**src/rtl/dmac_pkg.sv**
```systemverilog
// Shared types and constants for the DMA dimension coalesce / address block.
// No dependencies; every other file refers to this package by scoped name.
package dmac_pkg;

    localparam int NUM_DIMS = 6;
    localparam int IDX_W    = $clog2(NUM_DIMS);
    localparam int CNT_W    = $clog2(NUM_DIMS + 1);

    localparam logic [IDX_W-1:0] LAST_DIM = IDX_W'(NUM_DIMS - 1);

    // front-to-back queue
    localparam int QDEPTH = 4;
    localparam int QPTR_W = $clog2(QDEPTH);
    localparam int QCNT_W = $clog2(QDEPTH + 1);

    // stream payload widths
    localparam int IN_TDATA_W  = 224;
    localparam int OUT_FIELD_W = 3 + 32 + 32 + 64;
    localparam int OUT_TDATA_W = ((OUT_FIELD_W + 7) / 8) * 8;

    // one classified dimension item as handed from front to back
    typedef struct packed {
        logic        first;
        logic        last;
        logic        side;
        logic [63:0] base;
        logic [31:0] esz;
        logic [31:0] shape;
        logic [31:0] scaled;   // shape stride * element size
        logic [31:0] term;     // offset * address stride * element size
    } t_dim_item;

endpackage

```
**src/rtl/dmac_front.sv**
```systemverilog
// Front end: accepts dimension beats, tracks the dimension number and holds
// the element size, and forms the scaled stride and address term (dmac_pkg).
module dmac_front (
    input  logic                             i_clk,
    input  logic                             i_rst_n,
    input  logic                             i_valid,
    output logic                             o_ready,
    input  logic                             i_side,
    input  logic [63:0]                      i_base,
    input  logic [31:0]                      i_esz,
    input  logic [31:0]                      i_shape,
    input  logic [31:0]                      i_sstride,
    input  logic [31:0]                      i_offset,
    input  logic [31:0]                      i_astride,
    output logic                             o_push,
    input  logic                             i_push_ready,
    output dmac_pkg::t_dim_item              o_item
);

    typedef struct packed {
        logic        first;
        logic        last;
        logic        side;
        logic [63:0] base;
        logic [31:0] esz;
        logic [31:0] shape;
        logic [31:0] sstride;
        logic [31:0] offset;
        logic [31:0] astride;
    } t_stage1;

    typedef struct packed {
        logic        first;
        logic        last;
        logic        side;
        logic [63:0] base;
        logic [31:0] esz;
        logic [31:0] shape;
        logic [31:0] scaled;
        logic [31:0] oa;
    } t_stage2;

    logic [dmac_pkg::IDX_W-1:0] r_dim_cnt;
    logic [31:0]                r_held_esz;
    logic                       r_s1_v, r_s2_v, r_s3_v;
    t_stage1                    r_s1;
    t_stage2                    r_s2;
    dmac_pkg::t_dim_item        r_s3;

    logic        load1, load2, load3, adv3;
    logic        first_dim;
    logic [31:0] esz_now;
    logic [31:0] scaled_mul;
    logic [31:0] oa_mul;
    logic [31:0] term_mul;

    assign adv3   = r_s3_v && i_push_ready;
    assign load3  = r_s2_v && (!r_s3_v || adv3);
    assign load2  = r_s1_v && (!r_s2_v || load3);
    assign o_ready = !r_s1_v || load2;
    assign load1  = i_valid && o_ready;

    assign first_dim = (r_dim_cnt == '0);
    assign esz_now   = first_dim ? i_esz : r_held_esz;

    assign scaled_mul = r_s1.sstride * r_s1.esz;
    assign oa_mul     = r_s1.offset * r_s1.astride;
    assign term_mul   = r_s2.oa * r_s2.esz;

    assign o_push = r_s3_v;
    assign o_item = r_s3;

    always_ff @(posedge i_clk) begin
        if (!i_rst_n) begin
            r_dim_cnt <= '0;
            r_s1_v    <= 1'b0;
            r_s2_v    <= 1'b0;
            r_s3_v    <= 1'b0;
        end else begin
            if (load1) begin
                r_dim_cnt <= (r_dim_cnt == dmac_pkg::LAST_DIM) ? '0 : r_dim_cnt + 1'b1;
                if (first_dim) begin
                    r_held_esz <= i_esz;
                end
                r_s1.first   <= first_dim;
                r_s1.last    <= (r_dim_cnt == dmac_pkg::LAST_DIM);
                r_s1.side    <= i_side;
                r_s1.base    <= i_base;
                r_s1.esz     <= esz_now;
                r_s1.shape   <= i_shape;
                r_s1.sstride <= i_sstride;
                r_s1.offset  <= i_offset;
                r_s1.astride <= i_astride;
            end
            if (load1) begin
                r_s1_v <= 1'b1;
            end else if (load2) begin
                r_s1_v <= 1'b0;
            end

            if (load2) begin
                r_s2.first  <= r_s1.first;
                r_s2.last   <= r_s1.last;
                r_s2.side   <= r_s1.side;
                r_s2.base   <= r_s1.base;
                r_s2.esz    <= r_s1.esz;
                r_s2.shape  <= r_s1.shape;
                r_s2.scaled <= scaled_mul;
                r_s2.oa     <= oa_mul;
            end
            if (load2) begin
                r_s2_v <= 1'b1;
            end else if (load3) begin
                r_s2_v <= 1'b0;
            end

            if (load3) begin
                r_s3.first  <= r_s2.first;
                r_s3.last   <= r_s2.last;
                r_s3.side   <= r_s2.side;
                r_s3.base   <= r_s2.base;
                r_s3.esz    <= r_s2.esz;
                r_s3.shape  <= r_s2.shape;
                r_s3.scaled <= r_s2.scaled;
                r_s3.term   <= term_mul;
            end
            if (load3) begin
                r_s3_v <= 1'b1;
            end else if (adv3) begin
                r_s3_v <= 1'b0;
            end
        end
    end

endmodule

```
**config.mk**
```make
export PLATFORM = sky130hd
export DESIGN_NAME = dmac_front
export DESIGN_NICKNAME = d
export VERILOG_FILES = /design/src/rtl/dmac_pkg.sv /design/src/rtl/dmac_front.sv
export SDC_FILE = /design/constraint.sdc
export NUM_CORES = 2
export LEC_CHECK = 0
export BUFFER_PORTS_ARGS = -buffer_cell sky130_fd_sc_hd__buf_4
export CORE_MARGIN = 1
export CORE_UTILIZATION = 28
export CTS_CLUSTER_DIAMETER = 40
export DETAILED_ROUTE_END_ITERATION = 12
export GPL_ROUTABILITY_DRIVEN = 0
export PLACE_DENSITY = 0.43
export SYNTH_ARGS = -nofsm -noshare
export SYNTH_HDL_FRONTEND = slang
export SYNTH_SLANG_ARGS = --single-unit
```
**constraint.sdc**
```tcl
create_clock -name i_clk -period 17.8 [get_ports i_clk]
set_input_delay 3.56 -clock i_clk [delete_from_list [all_inputs] [get_ports i_clk]]
set_output_delay 3.56 -clock i_clk [all_outputs]
set_load 0.05 [all_outputs]
```
==> summary.md <==
### Logic synthesis
• 13.7% — post-synthesis share of cell area spent on and, or, nand and nor gates
• fa_1 37%, edfxtp_1 28%, and2_1 8.5%, ha_1 7.0%, inv_1 6.7% — cell types with the largest area share after synthesis
• adder cells — combinational family with the most area after synthesis
• 0.0152% — share of synthesized area spent on multiplexers
• 7673 — Post-Synthesis Net Count
• 65700 µm² — post-synthesis cell area
• 11.2 µm² — Mean Syn Cell Area
• 617 — number of flops mapped to enable cells by yosys
• edfxtp_1 — top_reg_cell synth
• 0% — share of async-settable or async-resettable flops after synthesis
• 28.4% — sequential element share of the synthesized area
• 44.4% — post-synthesis adder-cell area fraction
• 56 — count of different cell masters after synthesis
• 2.01% — area fraction in compound gates after synthesis
• 623 — number of synthesized register bits
• 3.39% — xor/xnor cell area share of the yosys netlist
• 37.3% — post-synth top area share
• 0 — Synth warnings
• fa_1 — cell type contributing the most total cell area after synthesis
• 5851 — synthesized instance count
• fa_1 — most frequent cell after synthesis
• 1224 x fa_1, 1172 x inv_1, 888 x and2_1, 732 x nand2_1, 617 x edfxtp_1 — top cell types by occurrence after synthesis

### STA
• 0 ns — Setup TNS Final
• 9.61 ns — Final WS setup
• no — RSZ-0062 raised after global routing
• 0 — Slew Limit Fails
• 0.0484 ns — final worst clock skew
• 1.29 ns — transition time at the pin with the least slew margin
• 0.394 ns — Min Hold Slack
• 14.1% — Max-slew headroom
• 0 — final hold violations
• 0 — final setup violation count
• 8.19 ns — Final Critical Period
• 46.0% — post-route fraction of the period consumed by the critical path
• 122 MHz — Max Fclk

### Clocking
• yes — CTS tree
• 131 — number of buffers added by the clock tree synthesis step
• 0.79 ns — insertion delay to the later sink of the worst-skew pair
• 0 — Post CTS Setup Buffer Count
• 3 — worst-case clock buffer depth
• clkbuf_16 — cell at the root of the clock tree
• 623 — number of clock sinks
• 4 — maximum level of the CTS H-tree
• 0 — Resized Gates After CTS
• 0.05 ns — clock slew at reported path FFs
• 0 — number of hold buffers added after CTS

### Floorplan
• 28.2% — starting utilization of the core area
• 426 — I/O pin cnt
• 486 µm — die height
• 233000 µm² — placeable core region
• 177 — Row Count
• 236000 µm² — total die area
• 486 µm — floorplan die width

### Detailed routing
• 0 — count of unresolved DRC violations after routing
• 0 — number of routed nets with antenna violations
• 192000 µm — final routed wirelength across all metal layers
• 5 — number of detailed-route iterations in the first pass
• 41200 — via count
• 4.34 — drt via density
• 20.2 µm — DR WL/cell
• 1961 — number of DRC markers in iteration 0

### Hold path
• reg -> reg — class of the worst hold path

### Placement
• 425 — I/O Buffers
• 144000 µm — half-perimeter wire length of the detailed placement result
• 9.60 ns — placement-stage worst setup slack

### Critical path
• 4.63 ns — endpoint arrival time on the critical path
• input port — critical path launch point type
• in -> out — CP Class
• output pin — kind of end point of the critical path
• 14.24 ns — data required time at the worst endpoint
• 5 — critical path fanouts, max

### Job
• 0 — Max Cap Violations

### Layout
• 8070 — Final nets
• 11.9% — ratio of cells with drive above 1 in the final layout
• 33.1% — final core utilization
• 17.2% — Layout area overhead

### GRT
• 13 — initial antenna violation count
• 294000 µm — global-route wire length before repair
• 46200 — number of global-route vias before repair
• 60 — largest net degree at the start of global routing
• 0 — global-route congestion overflow total
• 16.7% — GRT Util Overall

### Run status
• finished clean — run status

==> kinds of logic (layout without fill, tap and decap cells) <==
family,Yosys count,count (layout)
compound gates,204,204
other cells,0,6
simple gates,1748,1748
xor+xnor,254,254
buf+inv,1428,1931
flops,623,623
mux,1,1
fa+ha+maj,1593,1593
==> cell usage in the layout (no fill, tap or decap), drive strengths merged, types with 3 or more instances in the layout <==
cell type,instances
a211o,4
a211oi,12
a21boi,5
a21o,19
a21oi,61
a221o,3
a31oi,7
a41oi,3
and2,888
and3,7
buf,520
bufinv,11
clkbuf,137
clkinv,58
clkinvlp,16
dfxtp,6
diode,6
edfxtp,617
fa,1224
ha,369
inv,1189
nand2,732
nand2b,14
nand3,10
nand3b,3
nand4,5
nor2,51
nor2b,11
nor3,14
o21a,11
o21ai,47
o21bai,14
or3,4
or4,3
xnor2,205
xor2,49
==> metrics by stage <==
| stage | cells | cell area, µm² |
|---|---|---|
| final | 9492 | 76900 |
| after global routing | 9487 | 76900 |
| after detailed placement | 9247 | 72500 |
| after global placement | 9247 | 72500 |
| after CTS | 9486 | 76900 |
| after floorplan | 5851 | 65700 |
==> worst max-delay path: stages <==
cell	delay, ns
buf_4	0.11
nor2b_1	0.45
nand3_1	0.25
buf_4	0.25
==> layer usage <==
layer  track usage, %  up-vias  share of wire (%)
li1                 -    18400                  -
met1             22.4    21800                 45
met2             28.3      778                 49
met3             2.41      193                3.8
met4             3.99        2                2.0
met5                0        -             0.0068
==> sequential cells by signal, indices dropped and copies added, names as in the netlist <==
| register | cells |
|---|---|
| o_item | 195 |
| o_push | 1 |
| r_dim_cnt | 3 |
| r_s1 | 227 |
| r_s1_v | 1 |
| r_s2 | 195 |
| r_s2_v | 1 |
==> final cells by class <==
class / count / area [µm²]
Timing Repair Buffer: 520 / 3900
Fill cell: 23700 / 156000
Tap cell: 3132 / 3920
Sequential cell: 623 / 18600
Clock buffer: 137 / 3310
Multi-Input combinational cell: 3800 / 41700
Inverter: 1172 / 4400
Antenna cell: 6 / 15.0
Clock inverter: 102 / 1070
==> path summary, 6_finish.rpt <==
kind	from	cells after the start	end	slack [ns]
worst min register to register	r_s2[129]$_DFFE_PP_	0	o_item[129]$_DFFE_PP_	0.39
worst max register to register	r_s1[135]$_DFFE_PP_	23	r_s2[63]$_DFFE_PP_	9.82
worst min-delay path	r_s2[129]$_DFFE_PP_	0	o_item[129]$_DFFE_PP_	0.39
worst max-delay path	i_push_ready	4	o_ready	9.61
Power is not shown: default switching activity piles up to over one toggle a cycle in this logic, so the estimate is an artifact.
