===== src/rtl/dmac_pkg.sv =====
// Shared types and constants for the DMA dimension coalesce / address block.
// No dependencies; every other file refers to this package by scoped name.
package dmac_pkg;

    localparam int NUM_DIMS = 6;
    localparam int IDX_W    = $clog2(NUM_DIMS);
    localparam int CNT_W    = $clog2(NUM_DIMS + 1);

    localparam logic [IDX_W-1:0] LAST_DIM = IDX_W'(NUM_DIMS - 1);

    // front-to-back queue
    localparam int QDEPTH = 4;
    localparam int QPTR_W = $clog2(QDEPTH);
    localparam int QCNT_W = $clog2(QDEPTH + 1);

    // stream payload widths
    localparam int IN_TDATA_W  = 224;
    localparam int OUT_FIELD_W = 3 + 32 + 32 + 64;
    localparam int OUT_TDATA_W = ((OUT_FIELD_W + 7) / 8) * 8;

    // one classified dimension item as handed from front to back
    typedef struct packed {
        logic        first;
        logic        last;
        logic        side;
        logic [63:0] base;
        logic [31:0] esz;
        logic [31:0] shape;
        logic [31:0] scaled;   // shape stride * element size
        logic [31:0] term;     // offset * address stride * element size
    } t_dim_item;

endpackage


===== src/rtl/dmac_back.sv =====
// Back end: merges leading contiguous dimensions, fills the reduced table,
// sums the start address and emits the descriptor entries (dmac_pkg).
module dmac_back (
    input  logic                                 i_clk,
    input  logic                                 i_rst_n,
    input  logic                                 i_valid,
    output logic                                 o_pop,
    input  dmac_pkg::t_dim_item                  i_item,
    output logic                                 o_valid,
    input  logic                                 i_ready,
    output logic                                 o_side,
    output logic [dmac_pkg::IDX_W-1:0]           o_index,
    output logic [31:0]                          o_size,
    output logic [31:0]                          o_stride,
    output logic [63:0]                          o_addr,
    output logic                                 o_last
);

    typedef enum logic {
        ST_COLLECT,
        ST_EMIT
    } t_state;

    t_state                     r_state, n_state;
    logic [31:0]                r_contig, n_contig;
    logic                       r_brk, n_brk;
    logic [dmac_pkg::CNT_W-1:0] r_cnt, n_cnt;
    logic [31:0]                r_shape  [dmac_pkg::NUM_DIMS];
    logic [31:0]                n_shape  [dmac_pkg::NUM_DIMS];
    logic [31:0]                r_stride [dmac_pkg::NUM_DIMS];
    logic [31:0]                n_stride [dmac_pkg::NUM_DIMS];
    logic [63:0]                r_addr, n_addr;
    logic                       r_side, n_side;
    logic [dmac_pkg::IDX_W-1:0] r_k, n_k;
    logic                       r_out_v, n_out_v;
    logic                       r_o_side, n_o_side;
    logic [dmac_pkg::IDX_W-1:0] r_o_index, n_o_index;
    logic [31:0]                r_o_size, n_o_size;
    logic [31:0]                r_o_stride, n_o_stride;
    logic [63:0]                r_o_addr, n_o_addr;
    logic                       r_o_last, n_o_last;

    logic                       pop;
    logic                       out_free;
    logic [31:0]                base_contig;
    logic                       base_brk;
    logic [dmac_pkg::CNT_W-1:0] base_cnt;
    logic [31:0]                contig_prod;
    logic [31:0]                k_shape;

    assign pop      = (r_state == ST_COLLECT) && i_valid;
    assign o_pop    = pop;
    assign out_free = !r_out_v || i_ready;

    assign base_contig = i_item.first ? i_item.esz : r_contig;
    assign base_brk    = i_item.first ? 1'b0 : r_brk;
    assign base_cnt    = i_item.first ? '0 : r_cnt;
    assign contig_prod = base_contig * i_item.shape;
    assign k_shape     = r_shape[r_k];

    always_comb begin
        n_state    = r_state;
        n_contig   = r_contig;
        n_brk      = r_brk;
        n_cnt      = r_cnt;
        n_addr     = r_addr;
        n_side     = r_side;
        n_k        = r_k;
        n_out_v    = r_out_v;
        n_o_side   = r_o_side;
        n_o_index  = r_o_index;
        n_o_size   = r_o_size;
        n_o_stride = r_o_stride;
        n_o_addr   = r_o_addr;
        n_o_last   = r_o_last;
        for (int i = 0; i < dmac_pkg::NUM_DIMS; i++) begin
            n_shape[i]  = r_shape[i];
            n_stride[i] = r_stride[i];
        end

        if (pop) begin
            // a tensor's first dimension restarts the reduced table
            if (i_item.first) begin
                for (int i = 0; i < dmac_pkg::NUM_DIMS; i++) begin
                    n_shape[i]  = 32'd1;
                    n_stride[i] = 32'd0;
                end
                n_side = i_item.side;
            end
            n_contig = base_contig;
            n_brk    = base_brk;
            n_cnt    = base_cnt;
            if (base_cnt < dmac_pkg::CNT_W'(dmac_pkg::NUM_DIMS)) begin
                if (base_brk) begin
                    for (int i = 0; i < dmac_pkg::NUM_DIMS; i++) begin
                        if (base_cnt == dmac_pkg::CNT_W'(i)) begin
                            n_shape[i]  = i_item.shape;
                            n_stride[i] = i_item.scaled;
                        end
                    end
                    n_cnt = base_cnt + 1'b1;
                end else if (i_item.scaled != base_contig) begin
                    // first break: count is still zero here
                    n_shape[0]  = base_contig;
                    n_stride[0] = i_item.esz;
                    n_shape[1]  = i_item.shape;
                    n_stride[1] = i_item.scaled;
                    n_cnt       = dmac_pkg::CNT_W'(2);
                    n_brk       = 1'b1;
                end else begin
                    n_contig = contig_prod;
                end
            end
            n_addr = (i_item.first ? i_item.base : r_addr) + {32'd0, i_item.term};
            if (i_item.last) begin
                if (n_cnt == '0) begin
                    n_shape[0]  = n_contig;
                    n_stride[0] = i_item.esz;
                end
                n_state = ST_EMIT;
                n_k     = '0;
            end
        end

        if (r_state == ST_EMIT && out_free) begin
            n_out_v    = 1'b1;
            n_o_side   = r_side;
            n_o_index  = r_k;
            n_o_stride = r_stride[r_k];
            n_o_addr   = r_addr;
            n_o_last   = (r_k == dmac_pkg::LAST_DIM);
            if (r_k == '0) begin
                n_o_size = k_shape;
            end else begin
                n_o_size = (k_shape == '0) ? '0 : k_shape - 1'b1;
            end
            if (r_k == dmac_pkg::LAST_DIM) begin
                n_state = ST_COLLECT;
            end else begin
                n_k = r_k + 1'b1;
            end
        end else if (i_ready) begin
            n_out_v = 1'b0;
        end
    end

    always_ff @(posedge i_clk) begin
        if (!i_rst_n) begin
            r_state <= ST_COLLECT;
            r_brk   <= 1'b0;
            r_cnt   <= '0;
            r_k     <= '0;
            r_out_v <= 1'b0;
        end else begin
            r_state    <= n_state;
            r_contig   <= n_contig;
            r_brk      <= n_brk;
            r_cnt      <= n_cnt;
            r_addr     <= n_addr;
            r_side     <= n_side;
            r_k        <= n_k;
            r_out_v    <= n_out_v;
            r_o_side   <= n_o_side;
            r_o_index  <= n_o_index;
            r_o_size   <= n_o_size;
            r_o_stride <= n_o_stride;
            r_o_addr   <= n_o_addr;
            r_o_last   <= n_o_last;
            for (int i = 0; i < dmac_pkg::NUM_DIMS; i++) begin
                r_shape[i]  <= n_shape[i];
                r_stride[i] <= n_stride[i];
            end
        end
    end

    assign o_valid  = r_out_v;
    assign o_side   = r_o_side;
    assign o_index  = r_o_index;
    assign o_size   = r_o_size;
    assign o_stride = r_o_stride;
    assign o_addr   = r_o_addr;
    assign o_last   = r_o_last;

endmodule


===== config.mk =====
export PLATFORM = sky130hd
export DESIGN_NAME = dmac_back
export DESIGN_NICKNAME = d
export VERILOG_FILES = /design/src/rtl/dmac_pkg.sv /design/src/rtl/dmac_back.sv
export SDC_FILE = /design/constraint.sdc
export NUM_CORES = 2
export LEC_CHECK = 0
export BUFFER_PORTS_ARGS = -buffer_cell sky130_fd_sc_hd__buf_2
export CORE_MARGIN = 2
export CORE_UTILIZATION = 33
export DETAILED_ROUTE_END_ITERATION = 8
export PLACE_DENSITY = 0.56
export SLEW_MARGIN = 20
export SYNTH_ARGS = -nofsm -noshare
export SYNTH_HDL_FRONTEND = slang
export SYNTH_SLANG_ARGS = --single-unit

===== constraint.sdc =====
create_clock -name i_clk -period 25.5 [get_ports i_clk]
set_input_delay 5.1 -clock i_clk [delete_from_list [all_inputs] [get_ports i_clk]]
set_output_delay 5.1 -clock i_clk [all_outputs]
set_load 0.03 [all_outputs]

==> metrics.txt <==
DR top layer=met5; IO buf count=333; Clock Tree Buf Depth=3; Die Ht=393.6 um; Synth Flop Type=edfxtp_1; synthesized area per cell=10.02 um2; CTS Root Cell=clkbuf_16; largest family of logic cells by synthesized area=adder cells; number of clock sinks=623; synth top area cells=edfxtp_1 37%, fa_1 16%, nand2_1 6.7%, ha_1 4.1%, and2_1 4.0%; Crit. End Element=flop; Max-slew headroom=21.04%; Worst Clk Skew=38.43 ps; met2 WL=74570 um; pin count of the biggest net entering global routing=163; sequential-to-total area share from yosys stat=37.16%; DR pass1 iterations=6; number of global-route vias before repair=37864; # nets final=5848; Fmax=0.07361 GHz; I/O pin count=334; synth unique cells=79; Worst-path clk slew=60 ps; number of fill cells=15060; Core ar.=150300 um2; routed wire length per instance=22.27 um; Crit path top cell by count=fa_1; unrepaired setup endpoints after global routing=false; CTS tree=built; # Max-Cap Violations=0; Synth top area share=36.80%; clock latency on the worst-skew pair=690 ps; worst slew pin tran=1184 ps; CTS buffer count=71; Min-Delay Path Class=flop to flop; Iter 0 DRT Violations=4017; DIE WIDTH=393.6 um; area of the mapped netlist=50100 um2; TNS Setup=0 ps; Yosys reg bits=623; Final Hold Vio Count=0; CP Max Fanout=61; met3 WL=12220 um; Tcrit/Tclk final=53.27%; Starting Density=33.33%; vias=38076; die area=154900 um2; status=finished clean; reg2reg setup slack=17450 ps; Worst Path Required=25930 ps; Critical Path Source Type=input pin; Total GRT Usage=20.27%; Async SR Flop Fraction=0%; Setup Buffers After CTS=0; number of synthesis warnings=0; Synth Area in Simple Gates=16.14%; hold_buf cts=0; crit path kind=input pin to flop; antenna-violating nets left=0; WL met1=68290 um; num rows=142; commonest non-fill, non-tap cell in the layout=nand2_1; minimum clock period=13590 ps; share of cells above drive strength 1=13.48%; delay-heaviest family, CP=adder cells; drc violations=0; Worst path slowest cell=mux2_2; GPL Wtd Cong=0.8615; setup violators final=0; Critical path buffers and inverters=5; Post-CTS Resized=0; Synth area leader=edfxtp_1; final wirelength=159500 um; htree depth=3; mux share of post-synthesis cell area=7.317%; global-route wire length before repair=243100 um; EDFF count, synth=614; Synth Area in Compound Gates=9.188%; DP Wirelength=107400 um; most frequent cells in the layout=897 x nand2_1, 614 x edfxtp_1, 409 x fa_1; Post-Synth Adder-Cell Area=20.44%; Post-Synth XOR/XNOR Area=3.611%; max incr delay on CP=930 ps; cell count after synthesis=5001; CP Data Arrival Time=14020 ps; antenna violations before repair=29; syn nets=5773; fin. max-slew vios=0; Via density=5.316; total gr overflow=0; Layout area overhead=10.96%
==> logic make-up (layout without fill, tap and decap cells) <==
kind of cell | after synthesis | after routing
xor gates and xnor gates | 205 | 205
AOI/OAI and AO/OA | 759 | 759
muxes | 273 | 273
DFF | 623 | 623
and+or+nand+nor | 1783 | 1783
adders and majority gates | 573 | 573
buffers and inverters | 785 | 917
other | 0 | 14
==> routing by layer <==
metal / vias up / GRT usage [%]
li1: 17048 / -
met5: - / 0
met1: 19157 / 28.42
met3: 221 / 2.761
met2: 1636 / 32.40
met4: 14 / 6.383
==> cell type report <==
class	count	area (um2)	area share (%)
diodes	14	35.03	0.06302
clock buffers	88	1841	3.311
clock inverters	42	524.3	0.9431
repair buffers	380	2038	3.666
inverters	407	1535	2.762
flip-flops and latches	623	18630	33.51
well taps	2016	2522	4.537
multi-input cells	3593	28470	51.21
==> flip-flops by register name (all words and copies together) (netlist names) <==
signal and flops:
r_state 1, r_shape 192, r_contig 32, o_side 1, o_index 3, r_stride 192, o_stride 32, r_addr 64
r_side 1, r_brk 1, o_size 32, r_cnt 3, o_addr 64, r_k 3, o_last 1, o_valid 1
==> synthesized netlist by cell type, types with 9 or more instances <==
cell	instances
a21o_1	30
a21oi_1	303
a22o_1	62
a31o_2	10
and2_1	319
and3_1	15
buf_1	21
buf_2	36
buf_4	9
clkbuf_1	305
dfxtp_1	9
edfxtp_1	614
fa_1	409
ha_1	164
inv_1	406
mux2_2	100
mux2i_1	107
mux4_2	64
nand2_1	900
nand2b_1	13
nand3_1	202
nand4_1	11
nor2_1	241
nor2b_1	26
nor3_1	15
nor4_1	11
o21a_1	13
o21ai_0	197
o21bai_1	11
o22ai_1	30
o32ai_1	32
xnor2_1	149
xor2_1	55
==> final timing paths <==
check / from / to / cells past startpoint
worst max-delay path: i_item[194] / r_shape[0][31]$_DFFE_PP_ / 26
worst min-delay path: r_addr[40]$_DFFE_PP_ / o_addr[40]$_DFFE_PP_ / 0
worst max register to register: r_contig[10]$_DFFE_PP_ / r_shape[0][31]$_DFFE_PP_ / 25
worst min register to register: r_addr[40]$_DFFE_PP_ / o_addr[40]$_DFFE_PP_ / 0
==> metrics by stage <==
stage | setup WS (ps) | cells | area [um2] | util [%] | hold slack, ps
5_1_grt | 11590 | 7158 | 55580 | 36.98 | 435.5
6_report | 11910 | 7163 | 55590 | 36.98 | 427.6
4_1_cts | 12060 | 7149 | 55560 | 36.96 | 424.5
3_3_place_gp | 11380 | 7019 | 53190 | 35.39 | 403.0
3_5_place_dp | 11340 | 7019 | 53190 | 35.39 | 424.8
2_1_floorplan | 8278 | 5001 | 50100 | - | 400.3
Power is not shown: default switching activity piles up to over one toggle a cycle in this logic, so the estimate is an artifact.
