File: src/rtl/dmac_pkg.sv
// Shared types and constants for the DMA dimension coalesce / address block.
// No dependencies; every other file refers to this package by scoped name.
package dmac_pkg;

    localparam int NUM_DIMS = 6;
    localparam int IDX_W    = $clog2(NUM_DIMS);
    localparam int CNT_W    = $clog2(NUM_DIMS + 1);

    localparam logic [IDX_W-1:0] LAST_DIM = IDX_W'(NUM_DIMS - 1);

    // front-to-back queue
    localparam int QDEPTH = 4;
    localparam int QPTR_W = $clog2(QDEPTH);
    localparam int QCNT_W = $clog2(QDEPTH + 1);

    // stream payload widths
    localparam int IN_TDATA_W  = 224;
    localparam int OUT_FIELD_W = 3 + 32 + 32 + 64;
    localparam int OUT_TDATA_W = ((OUT_FIELD_W + 7) / 8) * 8;

    // one classified dimension item as handed from front to back
    typedef struct packed {
        logic        first;
        logic        last;
        logic        side;
        logic [63:0] base;
        logic [31:0] esz;
        logic [31:0] shape;
        logic [31:0] scaled;   // shape stride * element size
        logic [31:0] term;     // offset * address stride * element size
    } t_dim_item;

endpackage

File: src/rtl/dmac_fifo.sv
// Short queue of classified dimension items between front and back.
// Uses dmac_pkg for the item type and depth.
module dmac_fifo (
    input  logic                i_clk,
    input  logic                i_rst_n,
    input  logic                i_push,
    output logic                o_push_ready,
    input  dmac_pkg::t_dim_item i_item,
    output logic                o_valid,
    input  logic                i_pop,
    output dmac_pkg::t_dim_item o_item
);

    dmac_pkg::t_dim_item         r_mem [dmac_pkg::QDEPTH];
    logic [dmac_pkg::QPTR_W-1:0] r_wr;
    logic [dmac_pkg::QPTR_W-1:0] r_rd;
    logic [dmac_pkg::QCNT_W-1:0] r_cnt;

    logic do_push, do_pop;

    assign o_push_ready = (r_cnt != dmac_pkg::QCNT_W'(dmac_pkg::QDEPTH));
    assign o_valid      = (r_cnt != '0);
    assign o_item       = r_mem[r_rd];
    assign do_push      = i_push && o_push_ready;
    assign do_pop       = i_pop && o_valid;

    always_ff @(posedge i_clk) begin
        if (do_push) begin
            r_mem[r_wr] <= i_item;
        end
    end

    always_ff @(posedge i_clk) begin
        if (!i_rst_n) begin
            r_wr  <= '0;
            r_rd  <= '0;
            r_cnt <= '0;
        end else begin
            if (do_push) begin
                r_wr <= r_wr + 1'b1;
            end
            if (do_pop) begin
                r_rd <= r_rd + 1'b1;
            end
            case ({do_push, do_pop})
                2'b10:   r_cnt <= r_cnt + 1'b1;
                2'b01:   r_cnt <= r_cnt - 1'b1;
                default: r_cnt <= r_cnt;
            endcase
        end
    end

endmodule

File: config.mk
export PLATFORM = sky130hd
export DESIGN_NAME = dmac_fifo
export DESIGN_NICKNAME = d
export VERILOG_FILES = /design/src/rtl/dmac_pkg.sv /design/src/rtl/dmac_fifo.sv
export SDC_FILE = /design/constraint.sdc
export NUM_CORES = 1
export LEC_CHECK = 0
export ABC_AREA = 1
export BUFFER_PORTS_ARGS = -buffer_cell sky130_fd_sc_hd__buf_2
export CAP_MARGIN = 30
export CORE_MARGIN = 5
export CORE_UTILIZATION = 52
export DETAILED_ROUTE_END_ITERATION = 6
export HOLD_SLACK_MARGIN = 0.06
export PLACE_DENSITY = 0.76
export SYNTH_ARGS = -nofsm -noshare
export SYNTH_HDL_FRONTEND = slang
export SYNTH_SLANG_ARGS = --single-unit
File: constraint.sdc
create_clock -name i_clk -period 9.9 [get_ports i_clk]
set_input_delay 0.495 -clock i_clk [delete_from_list [all_inputs] [get_ports i_clk]]
set_output_delay 0.495 -clock i_clk [all_outputs]
set_load 0.005 [all_outputs]
==> results.sh, run 1 <==
export IMPL_status="finished clean"
export IMPL_max_stage_delay_ns=0.63
export IMPL_min_to="r_mem[1][4]"
export IMPL_fin_cells=3157
export IMPL_internal_power_w=0.00627
export IMPL_clkLatencyLatePin_ns=0.60
export IMPL_setup_tns_ns=0
export IMPL_grt_pass1_wl_um=100000
export IMPL_synth_main_ff_cell="edfxtp_1"
export IMPL_num_rows=86
export IMPL_syn_to_final_growth_pct=18.0
export IMPL_whs_path_depth=1
export IMPL_cts_setup_buffers=0
export IMPL_cp_cell_sequence="inv_8, buf_12, o21ai_0, o22ai_1, buf_2"
export IMPL_crit_path_end_kind="output port"
export IMPL_dpl_instance_area_um2=31800
export IMPL_finalNetCount=2544
export IMPL_die_h_um=247
export IMPL_period_share_pct=37.8
export IMPL_register_area_um2=23600
export IMPL_io_pins=396
export IMPL_dp_hpwl_um=37700
export IMPL_holdCritPathClass="in -> reg"
export IMPL_fp_coreArea_um2=55300
export IMPL_start_kind="flip-flop"
export IMPL_rsz0062_at_grt="no"
export IMPL_grt_overflow_total=0
export IMPL_finalHoldViolCount=0
export IMPL_tightest_slew_ns=1.08
export IMPL_finClkSkew_ns=0.0218
export IMPL_drv_cap=0
export IMPL_power_total_w=0.00871
export IMPL_synth_area_um2=29200
export IMPL_ir_worst_vdd_v=0.000215
export IMPL_start_util_pct=52.8
export IMPL_grt_pass1_vias=18400
export IMPL_synth_yosys_warnings=0
export IMPL_drive_gt1_share_pct=22.5
export IMPL_fmax_mhz=267
export IMPL_critPathMaxFanout=210
export IMPL_synthArstFlopShare_pct=0
export IMPL_ff2ff_path_depth=6
export IMPL_cts_sinks=789
export IMPL_drc=0
export IMPL_r2r_end="r_mem[0][127]"
export IMPL_ys_ff_latch=789
export IMPL_switching_share_pct=28.0
export IMPL_antenna_found_initial=21
export IMPL_fin_crit_ns=3.75
export IMPL_numPortBuffers=395
export IMPL_yosysUniqueCellTypes=17
export IMPL_clockRootBuffer="clkbuf_16"
export IMPL_worst_ep_required_time_ns=9.41
export IMPL_worstSetupPathType="reg -> out"
export IMPL_crit_family="buffers and inverters"
export IMPL_fillers=4037
export IMPL_seq_area_frac_synth_pct=80.9
export IMPL_cts_made_buffers=79
export IMPL_p_comb_share_pct=20.7
export IMPL_dieWidth_um=247
export IMPL_grt_max_degree=211
export IMPL_multi_input_area_um2=4900
export IMPL_relSlewSlack_pct=28.0
export IMPL_crit_slowest_cell="inv_8"
export IMPL_via_per_inst=5.68
export IMPL_clkTransAtPathRegs_ns=0.06
export IMPL_clock_power_share_pct=32.9
export IMPL_cts_tree="done"
export IMPL_postSynthAreaPerCell_um2=14.9
export IMPL_grt_usage_pct=21.0
export IMPL_synth_enable_flop_cells=780
export IMPL_place_congestion=0.789
export IMPL_htree_levels=3
export IMPL_slew_violations=0
export IMPL_die_area_um2=61000
export IMPL_routedWlPerCell_um=21.0
export IMPL_p_seq_share_pct=46.3
export IMPL_finalSetupViolCount=0
export IMPL_p_sw_w=0.00244
export IMPL_syn_nets=2158
export IMPL_min_from="i_item[4]"
export IMPL_wl_um=66200
export IMPL_r2r_start="r_cnt[1]"
export IMPL_design_area_um2=34400
export IMPL_power_leakage_nw=12.0
export IMPL_cellPowerDensity_nw_per_um2=253
export IMPL_ant_nets=0
export IMPL_vias=17900
export IMPL_r2r_slack_ns=6.95
export IMPL_clock_path_buffers=3
export IMPL_crit_buf_inv=3
export IMPL_critPathArrivalTime_ns=3.25
export IMPL_dp_cells=2995
export IMPL_syn_inst=1953
export IMPL_drtIter0Drc=1254
export IMPL_drtPass1Iterations=5
registers in the layout, indices dropped and copies added (netlist names), named ones only:
name   flops
r_cnt      3
r_wr       2
r_mem    780
r_rd       2
area by class of cell:
class	count	share of cell area, %
Clock inverter	43	1.26
Tap cell	748	2.72
Sequential cell	789	68.5
Inverter	18	0.225
Antenna cell	12	0.0872
Clock buffer	96	5.99
Multi-Input combinational cell	1018	14.2
Timing Repair Buffer	433	6.95
layer usage:
layer | vias up | global-route usage, % | part of all wire, % | wire [um]
met3 | 133 | 5.87 | 8.0 | 5280
met5 | - | 0 | 0.14 | 90
met1 | 8977 | 25.2 | 38 | 25300
met2 | 618 | 36.4 | 51 | 33700
met4 | 16 | 7.66 | 2.8 | 1880
li1 | 8181 | - | - | -
cell usage after synthesis, types with 2 or more instances:
master | number | share of area (%)
inv_1 | 16 | 0.21
edfxtp_1 | 780 | 80
ha_1 | 5 | 0.21
a21oi_1 | 5 | 0.086
o22ai_1 | 195 | 4.2
nand2_1 | 15 | 0.19
buf_4 | 3 | 0.077
o21ai_0 | 357 | 6.1
o21ai_1 | 35 | 0.60
dfxtp_1 | 9 | 0.62
buf_2 | 24 | 0.41
inv_2 | 2 | 0.026
nor2_1 | 400 | 5.1
buf_6 | 16 | 0.62
nand3_1 | 5 | 0.086
clkbuf_1 | 85 | 1.1
placed cells by master (no fill, tap or decap), types with 7 or more instances in the layout:
master         instances
o22ai_1              195
buf_2                395
clkinv_2              10
inv_1                 16
nand2_1               15
clkbuf_16             80
buf_4                 24
bufinv_16              8
nor2_1               396
o21ai_0              357
diode_2               12
o21ai_1               35
clkbuf_1              16
clkinv_1              16
edfxtp_1             780
dfxtp_1                7
dlygate4sd3_1          8
metrics by stage:
stage               hold WS, ns  util [%]  setup slack (ns)
floorplan                 0.462         -             0.400
global placement          0.462      57.3              6.63
detailed placement        0.492      57.4              6.81
CTS                      0.0603      62.1              6.06
global route             0.0707      62.3              6.04
finish                    0.100      62.3              6.15
repair_timing:
item,4_1_cts,5_1_grt
hold buffers,8,0
hold endpoints to repair,24,0
resized for setup,0,0
power by group through the flow:
stage	Combinational [W]	Sequential, W	Clock (W)
after CTS	0.00180	0.00403	0.00293
final	0.00181	0.00404	0.00287
after global routing	0.00198	0.00405	0.00308
after detailed placement	0.00179	0.00410	0
after global placement	0.00172	0.00409	0
after floorplan	0.00101	0.00416	0
cells by family after synthesis:
family | count (synthesis) | share of synthesized area [%]
compound gates | 592 | 11.0
fa+ha+maj | 6 | 0.283
buf+inv | 146 | 2.43
flops | 789 | 80.9
simple gates | 420 | 5.42
how the worst max path moves through the flow:
stage                     startpoint     endpoint  slack, ns  cells after the start
after CTS                  flip-flop   o_item[91]       6.06                      5
after detailed placement   flip-flop   o_item[96]       6.81                      5
after global routing       flip-flop   o_item[60]       6.04                      5
after floorplan             r_cnt[1]  r_mem[0][0]       0.40                      4
after global placement     flip-flop   o_item[38]       6.63                      5
final                      flip-flop   o_item[39]       6.15                      5
worst register-to-register path, cell delays in order (launching register included):
cell and delay, ns:
dfxtp_1 0.35, nor2_1 0.06, nand2_1 0.12, nand2_1 0.30, nor2_4 0.18, buf_4 0.61, buf_4 0.90
(Power assumes the default switching activity.)
==> inputs of run 2 (changes only) <==
Settings changed: CORE_UTILIZATION 52 to 57, PLACE_DENSITY 0.76 to 0.79.
Clock period 9.9 ns to 3.5 ns, I/O delays scaled along.
==> results.sh, run 2 (synthesis gave the netlist of run 1 again) <==
export IMPL_status="finished clean"
export IMPL_max_stage_delay_ns=0.53
export IMPL_power_leakage_nw=12.7
export IMPL_drtIter0Drc=1991
export IMPL_finalNetCount=2725
export IMPL_cts_setup_buffers=0
export IMPL_fillers=3042
export IMPL_cts_sinks=789
export IMPL_fp_coreArea_um2=51000
export IMPL_cp_cell_sequence="inv_4, buf_4, o21ai_0, o22ai_1, buf_2"
export IMPL_cts_resized=0
export IMPL_largest_reg_flops=780
export IMPL_finalHoldViolCount=0
export IMPL_htree_levels=3
export IMPL_die_h_um=236
export IMPL_dr_max_layer_used="met4"
export IMPL_clockRootBuffer="clkbuf_16"
export IMPL_regMostFlops="r_mem"
export IMPL_hold_slack_ns=0.321
export IMPL_critPathMaxFanout=50
export IMPL_die_area_um2=55800
export IMPL_place_congestion=0.786
export IMPL_antenna_found_initial=6
export IMPL_r2r_slack_ns=1.57
export IMPL_postCtsHoldBufs=198
export IMPL_num_rows=83
export IMPL_final_common_cell="edfxtp_1"
export IMPL_dr_wl_met3_um=6260
export IMPL_crit_buf_inv=3
export IMPL_drc=0
export IMPL_io_pins=396
export IMPL_drv_cap=0
export IMPL_fmax_mhz=340
export IMPL_grt_pass1_wl_um=107000
export IMPL_period_share_pct=84.1
export IMPL_crit_family="buffers and inverters"
export IMPL_worstSetupPathType="reg -> out"
export IMPL_wl_met1_um=25600
export IMPL_start_kind="flip-flop"
export IMPL_holdCritPathClass="in -> reg"
export IMPL_grt_pass1_vias=19300
export IMPL_syn_to_final_growth_pct=23.9
export IMPL_clkLatencyLatePin_ns=0.61
export IMPL_multi_input_area_um2=4910
export IMPL_setup_ws_ns=0.557
export IMPL_dp_slack_ns=1.23
export IMPL_dp_hpwl_um=36300
export IMPL_layout_common_cells="edfxtp_1 (780), nor2_1 (395), buf_2 (395)"
export IMPL_grt_max_degree=198
export IMPL_start_util_pct=57.2
export IMPL_dieWidth_um=236
export IMPL_ant_nets=0
export IMPL_clock_path_buffers=3
export IMPL_relSlewSlack_pct=31.0
export IMPL_clkTransAtPathRegs_ns=0.06
export IMPL_grt_overflow_total=0
export IMPL_met2_length_um=36400
export IMPL_tightest_slew_ns=1.04
export IMPL_ir_worst_vdd_v=0.000616
export IMPL_cts_made_buffers=76
export IMPL_slew_violations=0
export IMPL_drive_gt1_share_pct=20.7
export IMPL_fin_crit_ns=2.94
export IMPL_register_area_um2=23600
export IMPL_reg_top3="r_mem (780), r_cnt (3)"
export IMPL_wl_um=70800
export IMPL_grt_usage_pct=24.3
export IMPL_finalSetupViolCount=0
export IMPL_numPortBuffers=395
export IMPL_vias=19200
export IMPL_worst_ep_required_time_ns=3.32
export IMPL_routedWlPerCell_um=21.7
export IMPL_via_per_inst=5.89
export IMPL_drtPass1Iterations=7
export IMPL_cellPowerDensity_nw_per_um2=682
export IMPL_crit_path_end_kind="output port"
export IMPL_cts_tree="done"
export IMPL_finClkSkew_ns=0.0161
export IMPL_rsz0062_at_grt="no"
export IMPL_power_total_w=0.0247
export IMPL_crit_slowest_cell="dfxtp_4"
export IMPL_critPathArrivalTime_ns=2.77
==> run 2: cell count changes in the layout (fill, tap and decap cells not counted), moves of 2 or more <==
cell           change
nand2_1            -2
dfxtp_2            +2
buf_16             -5
dlygate4sd3_1    +190
buf_12            +13
clkinv_1           +7
diode_2            -6
buf_4             -14
bufinv_16          -3
dfxtp_1            -2
clkbuf_1           -5
==> run 2: worst paths after layout <==
check	start	to	cells after the start
max	flip-flop	o_item[133]	5
min	i_item[62]	r_mem[3][62]	2
max reg2reg	r_cnt[1]	r_mem[1][74]	5
min reg2reg	r_wr[0]	r_wr[0]	2
==> run 2: stage by stage <==
stage               std cells  cell area, um2  TNS [ns]  utilization (%)
floorplan                1953           29200   -318.85                -
global placement         2924           31800         0             62.3
detailed placement       2924           31800         0             62.3
CTS                      3258           36200         0             70.9
global route             3263           36200         0             70.9
finish                   3264           36200         0             70.9
==> run 2: report_power, final <==
| part | switching, W | internal, W | leakage [nW] |
|---|---|---|---|
| combinational | 0.00354 | 0.00186 | 4.29 |
| sequential | 0.000222 | 0.0112 | 7.23 |
| clock | 0.00335 | 0.00449 | 1.16 |
| total | 0.00711 | 0.0176 | 12.7 |
==> run 2: cell type report <==
class | instances | share of cell area, %
Timing Repair Buffer | 617 | 11.9
Clock inverter | 46 | 1.01
Clock buffer | 90 | 5.58
Inverter | 18 | 0.214
Tap cell | 680 | 2.35
Antenna cell | 6 | 0.0415
Multi-Input combinational cell | 1018 | 13.6
Sequential cell | 789 | 65.3
==> run 2: routing by layer <==
metal,global-route usage (%),vias up
li1,-,8531
met1,30.2,9463
met2,42.3,1056
met3,5.21,179
met4,9.50,0
met5,0,-
